<file path="config.mk">
export PLATFORM = sky130hd
export DESIGN_NAME = lfu_cache_lru_tiebreak_top
export DESIGN_NICKNAME = d
export VERILOG_FILES = /design/src/rtl/core/lcl_pkg.sv /design/src/rtl/core/lcl_cmp.sv /design/src/rtl/core/lcl_store.sv /design/src/rtl/core/lfu_cache_lru_tiebreak_top.sv
export SDC_FILE = /design/constraint.sdc
export NUM_CORES = 2
export LEC_CHECK = 0
export ABC_AREA = 0
export BUFFER_PORTS_ARGS = -buffer_cell sky130_fd_sc_hd__buf_2
export CAP_MARGIN = 10
export CORE_UTILIZATION = 62
export CTS_CLUSTER_DIAMETER = 100
export DETAILED_ROUTE_END_ITERATION = 7
export PLACE_DENSITY = 0.78
export SYNTH_ARGS = -nofsm -noshare
export SYNTH_HDL_FRONTEND = slang
export SYNTH_SLANG_ARGS = --single-unit
export TNS_END_PERCENT = 1
</file>
<file path="constraint.sdc">
create_clock -name clk -period 11.4 [get_ports clk]
set_input_delay 0.57 -clock clk [delete_from_list [all_inputs] [get_ports clk]]
set_output_delay 0.57 -clock clk [all_outputs]
set_load 0.05 [all_outputs]
</file>
<file path="src/rtl/core/lcl_pkg.sv">
// shared types and constants for the lfu cache with lru tie-break
// no dependencies; used by lcl_cmp, lcl_store and lfu_cache_lru_tiebreak_top
package lcl_pkg;

	localparam int ENTRIES_DEF = 16;
	localparam int CAP_W       = 5;
	localparam int DATA_W      = 32;
	localparam int COUNT_W     = 16;

	localparam logic [CAP_W-1:0]   CAP_RESET  = CAP_W'(16);
	localparam logic [DATA_W-1:0]  READ_MISS  = '1;
	localparam logic [COUNT_W-1:0] COUNT_MAX  = '1;
	localparam logic [COUNT_W-1:0] COUNT_INIT = COUNT_W'(1);

	localparam logic REQ_GET = 1'b0;
	localparam logic REQ_PUT = 1'b1;

	typedef struct packed {
		logic                     req_type;
		logic signed [DATA_W-1:0] key;
		logic signed [DATA_W-1:0] write_value;
	} req_t;

	typedef struct packed {
		logic                     found;
		logic signed [DATA_W-1:0] read_value;
		logic                     evicted;
		logic signed [DATA_W-1:0] evicted_key;
	} rsp_t;

	typedef struct packed {
		logic [DATA_W-1:0]  key;
		logic [DATA_W-1:0]  value;
		logic [COUNT_W-1:0] count;
		logic [DATA_W-1:0]  stamp;
	} entry_t;

	typedef struct packed {
		logic              key_eq;
		logic              better;
		logic [DATA_W-1:0] age;
	} cmp_t;

endpackage

</file>
<file path="src/rtl/core/lcl_cmp.sv">
// shared compare unit: key match and victim ranking for one entry per cycle
// depends on lcl_pkg
module lcl_cmp (
	input  lcl_pkg::entry_t                   ent,
	input  logic [lcl_pkg::DATA_W-1:0]        key,
	input  logic [lcl_pkg::DATA_W-1:0]        time_now,
	input  logic                              any,
	input  logic [lcl_pkg::COUNT_W-1:0]       best_cnt,
	input  logic [lcl_pkg::DATA_W-1:0]        best_age,
	output lcl_pkg::cmp_t                     res
);

	logic [lcl_pkg::DATA_W-1:0] age;

	// age wraps with the stamp, so the modular difference ranks correctly
	assign age        = time_now - ent.stamp;
	assign res.age    = age;
	assign res.key_eq = (ent.key == key);
	assign res.better = !any || (ent.count < best_cnt) ||
		((ent.count == best_cnt) && (age > best_age));

endmodule

</file>
<file path="src/rtl/core/lcl_store.sv">
// entry store: key, value, use count and stamp, one write and one read port
// depends on lcl_pkg
module lcl_store #(
	parameter int ENTRIES = lcl_pkg::ENTRIES_DEF
) (
	input  logic                                              clk,
	input  logic                                              wr_en,
	input  logic [(ENTRIES > 1 ? $clog2(ENTRIES) : 1)-1:0]    wr_addr,
	input  lcl_pkg::entry_t                                   wr_data,
	input  logic                                              rd_en,
	input  logic [(ENTRIES > 1 ? $clog2(ENTRIES) : 1)-1:0]    rd_addr,
	output lcl_pkg::entry_t                                   rd_data
);

	lcl_pkg::entry_t mem_q [ENTRIES];

	always_ff @(posedge clk) begin
		if (wr_en) begin
			mem_q[wr_addr] <= wr_data;
		end
	end

	always_ff @(posedge clk) begin
		if (rd_en) begin
			rd_data <= mem_q[rd_addr];
		end
	end

endmodule

</file>
<file path="src/rtl/core/lfu_cache_lru_tiebreak_top.sv">
// top level of the lfu cache with lru tie-break: sequencer, valid bits, results
// depends on lcl_pkg, lcl_store and lcl_cmp
//
// usage
//   req channel (req_valid / req_ready / req): one get or put per transfer
//   rsp channel (rsp_valid / rsp_ready / rsp): exactly one result per request
//   cfg_we / cfg_wdata: writes capacity_in_use, only while the block is idle
// timing
//   a request walks every slot of the entry store through its single read
//   port, one slot a cycle, with the shared compare unit checking the key and
//   ranking the slot as eviction candidate in the same step
//   after the scan the sequencer steps through its wait, decide and out states,
//   and the result is registered in the rsp register before rsp_valid rises
//   req_ready is high only while the sequencer is idle
// reset
//   arst_n clears the valid bits, the time stamp and the sequencer, and sets
//   capacity_in_use to 16; entry contents are left as they are
// stalls
//   a finished result sits in the rsp register until taken; the next request
//   is still accepted and worked on, and waits at the end for the register
module lfu_cache_lru_tiebreak_top #(
	parameter int ENTRIES = lcl_pkg::ENTRIES_DEF
) (
	input  logic                          clk,
	input  logic                          arst_n,
	input  logic                          cfg_we,
	input  logic [lcl_pkg::CAP_W-1:0]     cfg_wdata,
	input  logic                          req_valid,
	output logic                          req_ready,
	input  lcl_pkg::req_t                 req,
	output logic                          rsp_valid,
	input  logic                          rsp_ready,
	output lcl_pkg::rsp_t                 rsp
);

	localparam int IW = (ENTRIES > 1) ? $clog2(ENTRIES) : 1;
	localparam int UW = $clog2(ENTRIES + 1);
	localparam int CW = (UW > lcl_pkg::CAP_W) ? UW : lcl_pkg::CAP_W;

	// sequencer codes
	localparam logic [2:0] ST_IDLE   = 3'd0;
	localparam logic [2:0] ST_SCAN   = 3'd1;
	localparam logic [2:0] ST_WAIT   = 3'd2;
	localparam logic [2:0] ST_DECIDE = 3'd3;
	localparam logic [2:0] ST_OUT    = 3'd4;

	logic [2:0]                       state_q;
	logic [lcl_pkg::CAP_W-1:0]        cap_q;
	logic [lcl_pkg::DATA_W-1:0]       time_now_q;
	logic [ENTRIES-1:0]               valid_q;
	lcl_pkg::req_t                    req_q;
	logic [IW-1:0]                    idx_q;

	// compare stage, in the cycle after the read address
	logic                             vld_s1;
	logic [IW-1:0]                    idx_s1;

	// scan results
	logic                             hit_q;
	logic [IW-1:0]                    hit_slot_q;
	logic [lcl_pkg::DATA_W-1:0]       hit_val_q;
	logic [lcl_pkg::COUNT_W-1:0]      hit_cnt_q;
	logic                             have_free_q;
	logic [IW-1:0]                    free_slot_q;
	logic [UW-1:0]                    used_q;
	logic                             any_q;
	logic [IW-1:0]                    best_slot_q;
	logic [lcl_pkg::COUNT_W-1:0]      best_cnt_q;
	logic [lcl_pkg::DATA_W-1:0]       best_age_q;
	logic [lcl_pkg::DATA_W-1:0]       best_key_q;

	lcl_pkg::rsp_t                    res_q;
	logic                             rsp_valid_q;
	lcl_pkg::rsp_t                    rsp_q;

	lcl_pkg::entry_t                  rd_data;
	lcl_pkg::entry_t                  wr_data;
	lcl_pkg::cmp_t                    cmp_res;
	logic                             rd_en;
	logic                             wr_en;
	logic [IW-1:0]                    wr_addr;
	logic                             ent_valid;

	// decision signals
	logic [CW-1:0]                    cap_eff;
	logic                             room;
	logic                             is_put;
	logic                             evict;
	logic [lcl_pkg::COUNT_W-1:0]      hit_cnt_next;
	lcl_pkg::rsp_t                    res_next;

	assign req_ready = (state_q == ST_IDLE);
	assign rsp_valid = rsp_valid_q;
	assign rsp       = rsp_q;
	assign rd_en     = (state_q == ST_SCAN);
	assign ent_valid = valid_q[idx_s1];

	lcl_store #(
		.ENTRIES (ENTRIES)
	) u_store (
		.clk     (clk),
		.wr_en   (wr_en),
		.wr_addr (wr_addr),
		.wr_data (wr_data),
		.rd_en   (rd_en),
		.rd_addr (idx_q),
		.rd_data (rd_data)
	);

	lcl_cmp u_cmp (
		.ent      (rd_data),
		.key      (req_q.key),
		.time_now (time_now_q),
		.any      (any_q),
		.best_cnt (best_cnt_q),
		.best_age (best_age_q),
		.res      (cmp_res)
	);

	// capacity saturates at the number of slots built
	always_comb begin
		cap_eff = CW'(cap_q);
		if (cap_eff > CW'(ENTRIES)) begin
			cap_eff = CW'(ENTRIES);
		end
	end

	assign is_put       = (req_q.req_type == lcl_pkg::REQ_PUT);
	assign room         = (CW'(used_q) < cap_eff) && have_free_q;
	assign evict        = is_put && (cap_eff != '0) && !hit_q && !room && any_q;
	assign hit_cnt_next = (hit_cnt_q == lcl_pkg::COUNT_MAX) ? hit_cnt_q
		: hit_cnt_q + lcl_pkg::COUNT_W'(1);

	// at most one write per request: a get hit restamps, a put hit or miss stores unless capacity is zero
	always_comb begin
		wr_en = 1'b0;
		if (state_q == ST_DECIDE) begin
			wr_en = is_put ? (cap_eff != '0) : hit_q;
		end
	end

	always_comb begin
		priority if (hit_q) begin
			wr_addr = hit_slot_q;
		end else if (room) begin
			wr_addr = free_slot_q;
		end else begin
			wr_addr = best_slot_q;
		end
	end

	assign wr_data.key   = req_q.key;
	assign wr_data.value = is_put ? req_q.write_value : hit_val_q;
	assign wr_data.count = hit_q ? hit_cnt_next : lcl_pkg::COUNT_INIT;
	assign wr_data.stamp = time_now_q;

	always_comb begin
		res_next.found       = hit_q;
		res_next.evicted     = evict;
		res_next.evicted_key = evict ? best_key_q : '0;
		priority if (is_put) begin
			res_next.read_value = '0;
		end else if (hit_q) begin
			res_next.read_value = hit_val_q;
		end else begin
			res_next.read_value = lcl_pkg::READ_MISS;
		end
	end

	// configuration register
	always_ff @(posedge clk or negedge arst_n) begin
		if (!arst_n) begin
			cap_q <= lcl_pkg::CAP_RESET;
		end else if (cfg_we) begin
			cap_q <= cfg_wdata;
		end
	end

	// sequencer and scan bookkeeping
	always_ff @(posedge clk or negedge arst_n) begin
		if (!arst_n) begin
			state_q    <= ST_IDLE;
			time_now_q <= '0;
			valid_q    <= '0;
			idx_q      <= '0;
			vld_s1     <= 1'b0;
		end else begin
			vld_s1 <= 1'b0;
			unique case (state_q)
				ST_IDLE: begin
					if (req_valid) begin
						time_now_q <= time_now_q + lcl_pkg::DATA_W'(1);
						idx_q      <= '0;
						state_q    <= ST_SCAN;
					end
				end
				ST_SCAN: begin
					// issue one slot read a cycle
					vld_s1 <= 1'b1;
					if (idx_q == IW'(ENTRIES - 1)) begin
						state_q <= ST_WAIT;
					end else begin
						idx_q <= idx_q + IW'(1);
					end
				end
				ST_WAIT: begin
					// last slot is compared in this cycle
					state_q <= ST_DECIDE;
				end
				ST_DECIDE: begin
					if (wr_en) begin
						valid_q[wr_addr] <= 1'b1;
					end
					state_q <= ST_OUT;
				end
				ST_OUT: begin
					if (!rsp_valid_q || rsp_ready) begin
						state_q <= ST_IDLE;
					end
				end
				default: begin
					state_q <= ST_IDLE;
				end
			endcase
		end
	end

	// scan accumulators
	always_ff @(posedge clk or negedge arst_n) begin
		if (!arst_n) begin
			hit_q       <= 1'b0;
			have_free_q <= 1'b0;
			any_q       <= 1'b0;
			used_q      <= '0;
		end else if (req_valid && req_ready) begin
			hit_q       <= 1'b0;
			have_free_q <= 1'b0;
			any_q       <= 1'b0;
			used_q      <= '0;
		end else if (vld_s1) begin
			if (ent_valid) begin
				used_q <= used_q + UW'(1);
				if (!hit_q && cmp_res.key_eq) begin
					hit_q <= 1'b1;
				end
				if (cmp_res.better) begin
					any_q <= 1'b1;
				end
			end else if (!have_free_q) begin
				have_free_q <= 1'b1;
			end
		end
	end

	// scan payload, no reset needed
	always_ff @(posedge clk) begin
		if (req_valid && req_ready) begin
			req_q <= req;
		end
		if (state_q == ST_SCAN) begin
			idx_s1 <= idx_q;
		end
		if (vld_s1) begin
			if (ent_valid) begin
				if (!hit_q && cmp_res.key_eq) begin
					hit_slot_q <= idx_s1;
					hit_val_q  <= rd_data.value;
					hit_cnt_q  <= rd_data.count;
				end
				if (cmp_res.better) begin
					best_slot_q <= idx_s1;
					best_cnt_q  <= rd_data.count;
					best_age_q  <= cmp_res.age;
					best_key_q  <= rd_data.key;
				end
			end else if (!have_free_q) begin
				free_slot_q <= idx_s1;
			end
		end
		if (state_q == ST_DECIDE) begin
			res_q <= res_next;
		end
		if ((state_q == ST_OUT) && (!rsp_valid_q || rsp_ready)) begin
			rsp_q <= res_q;
		end
	end

	// output register valid
	always_ff @(posedge clk or negedge arst_n) begin
		if (!arst_n) begin
			rsp_valid_q <= 1'b0;
		end else if ((state_q == ST_OUT) && (!rsp_valid_q || rsp_ready)) begin
			rsp_valid_q <= 1'b1;
		end else if (rsp_ready) begin
			rsp_valid_q <= 1'b0;
		end
	end

	// every request advances the time stamp by one
	a_time_step: assert property (@(posedge clk) disable iff (!arst_n)
		(req_valid && req_ready) |=> (time_now_q == $past(time_now_q) + 32'd1))
		else $error("time stamp did not advance on request transfer");

	// slots are never released
	a_valid_grow: assert property (@(posedge clk) disable iff (!arst_n)
		1'b1 |=> ($countones(valid_q) >= $countones($past(valid_q))))
		else $error("valid entry count dropped");

	// an eviction reuses a slot, so the valid count holds
	a_evict_reuse: assert property (@(posedge clk) disable iff (!arst_n)
		((state_q == ST_DECIDE) && evict) |=>
		($countones(valid_q) == $countones($past(valid_q))))
		else $error("eviction changed the valid entry count");

	// an eviction only follows a put miss
	a_evict_miss: assert property (@(posedge clk) disable iff (!arst_n)
		(rsp_valid_q && rsp_q.evicted) |-> !rsp_q.found)
		else $error("eviction reported on a hit");

	// store is written only when the decision is taken
	a_write_slot: assert property (@(posedge clk) disable iff (!arst_n)
		wr_en |-> (state_q == ST_DECIDE) && (!hit_q || valid_q[wr_addr]))
		else $error("store write outside decision or hit slot not valid");

endmodule
</file>
==> impl_metrics.json <==
{
  "status": "complete, but fails checks",
  "violations": "DRC",
  "fillers": 8533,
  "clock_path_buffers": 3,
  "numCtsBuffers": 212,
  "critPathKind": "reg2reg",
  "postSynth.asyncResetShare_pct": 3.02,
  "rr_worst_depth": 20,
  "grt_pass1_wl_um": 307000,
  "cpPeakStageDelay_ns": 0.84,
  "placed_cell_area_um2": 93200,
  "place_congestion": 0.884,
  "grt_pass1_vias": 48600,
  "crit_chain": "inv_1, ha_1, inv_1, fa_1, a21o_1, a221oi_4, o221ai_2, a311oi_2, a31oi_1, a21boi_0, xnor2_1, ha_1, nand4_1, nor4_1, o2111ai_1, o21ai_0, nor3_1, a21oi_1, o31a_2, buf_4",
  "fin_crit_ns": 7.07,
  "cp.required_ns": 11.85,
  "syn_to_final_growth_pct": 12.4,
  "rsz0062_at_grt": "no",
  "peakVddDrop_uv": 216,
  "ff2ff_setup_slack_ns": 4.33,
  "clkSinkCount": 2315,
  "cts_tree": "done",
  "drc": 10,
  "grt_antenna_before_repair": 6,
  "grt_max_degree": 128,
  "crit_cells": 20,
  "yosys_warnings": 0,
  "synth_edf_count": 2245,
  "cts_resized": 0,
  "antenna_left": 0,
  "overflow": 0,
  "tns_ns": 0,
  "place_hpwl_um": 102000,
  "wl_per_cell_um": 29.1,
  "fin_area_um2": 101000,
  "drive_gt1_share_pct": 18.1,
  "rows": 139,
  "slew-limit-headroom_pct": 21.7,
  "vias": 47800,
  "final_util_pct": 70.3,
  "fin_crit_sh_pct": 62.0,
  "leakage_nw": 34.4,
  "path_clk_slew_ns": 0.06,
  "final-max-slew-violation-count": 0,
  "setup_viol": 0,
  "initial_utilization_pct": 62.5,
  "die_x_um": 383,
  "synth_seq_area_share_pct": 77.0,
  "cts_root_buffer": "clkbuf_16",
  "crit_path_top_delay_cell": "buf_4",
  "first_iter_violations": 5522,
  "ys_types": 73,
  "routed_wl_um": 210000,
  "p_per_area_nw_per_um2": 231,
  "port_buffers": 142,
  "final_nets": 5324,
  "die_y_um": 383,
  "drtPass1Iterations": 7,
  "cp.arrival_ns": 7.52,
  "path_max_fanout": 58,
  "end_kind": "flip-flop",
  "multi_input_area_um2": 19500,
  "track_usage_pct": 28.7,
  "coreArea_um2": 144000,
  "cp-start-kind": "flip-flop",
  "netlist_area_um2": 89800,
  "hold_path_class": "in2reg",
  "avgViaCountPerCell": 6.61,
  "seq_area_um2": 69200,
  "drv_cap": 0,
  "synth-seq-cells": 2315,
  "worst-path-buf-inv": 3,
  "pin_count": 143,
  "syn_area_per_cell_um2": 18.6,
  "min_path_cells": 3,
  "finalHoldViolations": 0,
  "syn_nets": 4996,
  "tightest_slew_ns": 1.17,
  "critical-path-top-delay-family": "compound AO/OA/AOI/OAI gates",
  "synth_ff_type": "edfxtp_1",
  "fmax_ghz": 0.141,
  "synth_cells": 4833,
  "insertion_delay_ns": 0.86,
  "htreeDepth": 4,
  "clock_skew_ns": 0.0393,
  "dieArea_um2": 146000
}
==> final timing paths <==
check                              startpoint            end
worst max-delay path            time_now_q[0]  best_key_q[5]
worst min-delay path                req_valid     state_q[0]
worst max register to register  time_now_q[0]  best_key_q[5]
worst min register to register      res_q[11]        rsp[11]
max in group asynchronous              arst_n          hit_q
min in group asynchronous              arst_n  time_now_q[4]
==> sequential cells by signal (all words and copies together), names as in the netlist, 3 cells and up <==
name and count:
u_store.mem_q 1792, u_store.rd_data 112, res_q 66, rsp 66, req_q 64, best_age_q 32, best_key_q 32, hit_val_q 32
time_now_q 32, best_cnt_q 16, hit_cnt_q 16, valid_q 16, cap_q 5, used_q 5, best_slot_q 4, free_slot_q 4
hit_slot_q 4, idx_q 4, idx_s1 4, state_q 3
==> routing by layer <==
| layer | GRT usage (%) | share of wire (%) | wire length, um | vias to the layer above |
|---|---|---|---|---|
| li1 | - | - | - | 20000 |
| met1 | 39.4 | 38 | 79300 | 24400 |
| met2 | 46.7 | 49 | 103000 | 2892 |
| met3 | 4.88 | 9.9 | 20800 | 496 |
| met4 | 10.7 | 3.4 | 7070 | 8 |
| met5 | 0 | 0.026 | 54 | - |
==> Yosys cell counts, types with 10 or more instances <==
library cell | instances | area [um^2]
edfxtp_1 | 2245 | 67400
mux2i_1 | 342 | 3420
o21ai_0 | 290 | 1450
mux4_2 | 228 | 5130
nand2_1 | 198 | 743
a21oi_1 | 192 | 961
clkbuf_1 | 157 | 589
inv_1 | 131 | 492
mux2_2 | 120 | 1350
a221oi_1 | 114 | 998
a22oi_1 | 113 | 848
ha_1 | 87 | 1090
nor2_1 | 72 | 270
dfrtp_1 | 69 | 1730
xnor2_1 | 62 | 543
and2_1 | 42 | 263
xor2_1 | 41 | 359
buf_2 | 34 | 170
nand3_1 | 34 | 170
nand4_1 | 34 | 213
buf_1 | 31 | 116
a21o_1 | 24 | 180
o21bai_1 | 19 | 143
nor3_1 | 15 | 75.1
and3_1 | 14 | 87.6
a31oi_1 | 11 | 68.8
nor2b_1 | 10 | 62.6
==> power by group <==
part | switching, mW | total [mW] | internal [mW]
Clock | 3.04 | 7.17 | 4.13
Sequential | 0.458 | 10.6 | 10.2
Combinational | 3.42 | 5.55 | 2.12
==> worst reg2reg max path: stages (launching register included) <==
cell,delay (ns)
dfrtp_1,0.57
inv_1,0.18
ha_1,0.20
inv_1,0.06
fa_1,0.40
a21o_1,0.23
a221oi_4,0.28
o221ai_2,0.17
a311oi_2,0.49
a31oi_1,0.25
a21boi_0,0.29
xnor2_1,0.14
ha_1,0.29
nand4_1,0.12
nor4_1,0.56
o2111ai_1,0.19
o21ai_0,0.35
nor3_1,0.11
a21oi_1,0.16
o31a_2,0.73
buf_4,0.85
==> timing repair <==
item,4_1_cts,5_1_grt
hold endpoints to repair,95,0
buffers inserted,0,0
hold buffers,73,0
==> cells by family (layout without fill, tap and decap cells) <==
kind of cell / count (synthesis) / in the layout / synth area share (%)
other: 0 / 1 / 0
flip-flops: 2315 / 2315 / 77.0
AND/OR/NAND/NOR: 466 / 466 / 2.49
adder cells (fa/ha/maj): 88 / 88 / 1.23
buffers and inverters: 354 / 858 / 1.53
multiplexers: 690 / 690 / 11.0
XOR/XNOR: 103 / 103 / 1.00
AO/OA/AOI/OAI: 817 / 817 / 5.72
==> layout make-up <==
| class | count | share of cell area [%] |
|---|---|---|
| sequential | 2315 | 68.5 |
| multi-input combinational | 2164 | 19.3 |
| clock inverter | 107 | 1.19 |
| timing repair buffer | 337 | 2.42 |
| antenna | 1 | 0.00248 |
| inverter | 131 | 0.488 |
| tap | 1903 | 2.36 |
| clock buffer | 283 | 5.77 |
==> placed cells by master, fill, tap and decap left out, drive strengths merged, types with 19 or more instances in the layout <==
cell / instances
a21o: 24
a21oi: 192
a221oi: 115
a22oi: 113
and2: 42
buf: 263
bufinv: 24
clkbuf: 284
clkinv: 69
dfrtp: 69
dlygate4sd3: 73
edfxtp: 2245
ha: 87
inv: 138
mux2: 120
mux2i: 342
mux4: 228
nand2: 198
nand3: 35
nand4: 34
nor2: 72
o21ai: 291
o21bai: 19
xnor2: 62
xor2: 41
==> per-stage QoR <==
stage / worst slack, ns / hold slack (ns) / total power [mW] / std cells
global placement: 4.46 / 0.401 / 16.1 / 6776
finish: 4.33 / 0.0791 / 23.4 / 7241
CTS: 4.36 / 0.0276 / 23.3 / 7239
global route: 3.77 / 0.0890 / 24.2 / 7240
detailed placement: 4.37 / 0.405 / 16.2 / 6776
floorplan: 0.950 / 0.274 / 14.6 / 4833
(Power assumes the default switching activity.)
